===== src/qslerp_pipe.sv =====
// generic stage holder with data and valid, used for most stages
module qslerp_pipe #(
	parameter int W = 8
) (
	input  logic         clk,
	input  logic         arst_n,
	input  logic         en,
	input  logic         vin,
	input  logic [W-1:0] din,
	output logic         vout,
	output logic [W-1:0] dout
);
	always_ff @(posedge clk or negedge arst_n) begin
		if (!arst_n) begin
			vout <= 1'b0;
		end else if (en) begin
			vout <= vin;
		end
	end

	always_ff @(posedge clk) begin
		if (en) begin
			dout <= din;
		end
	end
endmodule


===== config.mk =====
export PLATFORM = sky130hd
export DESIGN_NAME = qslerp_pipe
export DESIGN_NICKNAME = d
export VERILOG_FILES = /design/src/qslerp_pipe.sv
export SDC_FILE = /design/constraint.sdc
export NUM_CORES = 1
export LEC_CHECK = 0
export BUFFER_PORTS_ARGS = -buffer_cell sky130_fd_sc_hd__buf_2
export CAP_MARGIN = 5
export CORE_AREA = 4 4 41 43
export CTS_BUF_LIST = sky130_fd_sc_hd__clkbuf_8
export DETAILED_ROUTE_END_ITERATION = 12
export DIE_AREA = 0 0 45 47
export PLACE_DENSITY_LB_ADDON = 0.15
export SYNTH_ARGS = -nofsm -noshare
export SYNTH_HDL_FRONTEND = slang
export SYNTH_SLANG_ARGS = --single-unit

===== constraint.sdc =====
create_clock -name clk -period 0.8 [get_ports clk]
set_input_delay 0.08 -clock clk [delete_from_list [all_inputs] [get_ports clk]]
set_output_delay 0.08 -clock clk [all_outputs]
set_load 0.02 [all_outputs]

==> out/qor.yml <==
cts.sinks: 9
crit_chain: "buf_6"
synth_seq_area_share_pct: 94.64
preCtsSetupSlack_ps: 37.28
start_kind: "flop"
h-tree-depth: 1
netlist_area_um2: 280.3
port-buffer-count: 20
wl_per_cell_um: 11.10
drc_errors: 0
p_leak_nw: 0.2248
drive_above_1_share_pct: 72.22
dieWidth_um: 45
setup_viol: 9
yosys_warnings: 0
grt_pass1_wl_um: 876
rsz0062_at_grt: "yes"
cp.arrival_ps: 760
ir_worst_vdd_mv: 0.9255
area_delta_synth_final_pct: 78.57
syn_nets: 22
hold_violations: 0
maxCapViolCount: 0
dp_cells: 46
fin_skew_ps: 0
path_clk_slew_ps: 50
worst_pin_slew_ps: 114.9
fin_nets: 49
crit_type: "reg2out"
clk_latency_ps: 230
critPathBufInv: 1
syn_inst: 10
antenna_left: 0
worst_path_max_delay_cell: "dfrtp_2"
min_path_type: "in2reg"
cts_root_buffer: "clkbuf_8"
grt_start_max_net_pins: 9
nFillCells: 132
seq_area_um2: 266.5
timing.fmax_ghz: 1.184
dieArea_mm2: 0.002115
syn_avg_cell_area_um2: 28.03
crit_fanout: 2
setup_ws_ps: -44.30
row_count: 13
powerDensity_mw_per_mm2: 2483
vias: 204
routed_wirelength_um: 566
drt_first_pass_iters: 2
drtIter0Drc: 1
synth.distinct_cells: 3
worstPathRequired_ps: 720
diodes: 0
first_global_vias: 204
overflow: 0
core_area_mm2: 0.001301
violations: "negative setup slack"
critical_path.top_delay_family: "flip-flops"
relSlewSlack_pct: 92.39
period_needed_ps: 844.3
cts_tree: "yes"
place_congestion: 0.6513
ios: 21
final_cells: 51
synth-seq-cells: 9
start_util_pct: 21.54
slowest_delay_ps: 400
status: "complete, but fails checks"
cts_buffers: 3
viasPerCell: 4.000
critPathCaptureType: "output pin"
die_h_um: 47
timing.final.crit_share_pct: 105.5
clock_path_buffers: 2
grt_use_total_pct: 6.635
antenna_found_initial: 0
multi_input_area_um2: 15.01
final_max_slew_viol_count: 0
stage by stage:
stage               hold slack [ps]  area (um^2)  power (W)  util, %  setup TNS, ps
floorplan                    -215.6        281.5  0.0006344        -         -22.22
CTS                           18.78        488.0   0.001252    37.50         -273.4
global placement             -145.5        420.4  0.0007116    32.31              0
detailed placement           -141.1        420.4  0.0007146    32.31              0
global route                  9.531        500.5   0.001320    38.46         -447.1
finish                        24.13        500.5   0.001243    38.46         -190.9
registers in the layout (all words and copies together), names as in the netlist:
register,flops
dout,8
vout,1
logic make-up (layout without fill, tap and decap cells):
family / Yosys count / after routing / share of synthesized area (%)
flops: 9 / 9 / 94.64
buf+inv: 0 / 26 / 0
mux: 1 / 1 / 5.356
per-layer routing:
metal | wire, um | vias to the layer above | track usage [%]
met5 | 0 | - | 0
met4 | 19 | 0 | 7.018
met3 | 114 | 2 | 4.981
met2 | 272 | 18 | 10.45
met1 | 161 | 92 | 4.941
li1 | - | 92 | -
final cells by class:
cell class / instances / area share (%)
clock inverters: 1 / 0.7500
clock buffers: 3 / 8.250
flip-flops and latches: 9 / 53.25
well taps: 15 / 3.750
multi-input cells: 1 / 3.000
repair buffers: 22 / 31.00
cells in the mapped netlist:
library cell / n / share of area [%]
mux2_4: 1 / 5.4
dfrtp_1: 1 / 8.9
edfxtp_1: 8 / 86
worst paths after layout:
path,start,slack [ps],cells after the start,end
max,vout$_DFFE_PN0P_,-40,1,vout
min,din[6],20,1,dout[6]$_DFFE_PP_
max reg2reg,vout$_DFFE_PN0P_,20,1,vout$_DFFE_PN0P_
min reg2reg,vout$_DFFE_PN0P_,530,1,vout$_DFFE_PN0P_
max in group asynchronous,arst_n,550,2,vout$_DFFE_PN0P_
min in group asynchronous,arst_n,150,2,vout$_DFFE_PN0P_
report_power, final:
group	leakage [nW]	internal (W)	switching, W	total (W)
clock network	0.0269	0.000334	0.000178	0.000512
logic	0.109	0.0000826	0.0000794	0.000162
registers	0.0890	0.000557	0.0000122	0.000569
total	0.225	0.000973	0.000269	0.00124
what timing repair did:
action / CTS / global route
endpoints found under the hold margin: 1 / 0
endpoints found under the setup margin: 9 / 10
hold buffers: 1 / 0
setup buffers: 0 / 0
resized for setup: 4 / 4
cell usage in the layout (no fill, tap or decap):
master	instances
buf_12	1
buf_2	16
buf_6	4
clkbuf_8	3
dfrtp_2	1
dlygate4sd3_1	1
edfxtp_1	8
inv_1	1
mux2_4	1
Power figures use the tool's default switching activity.
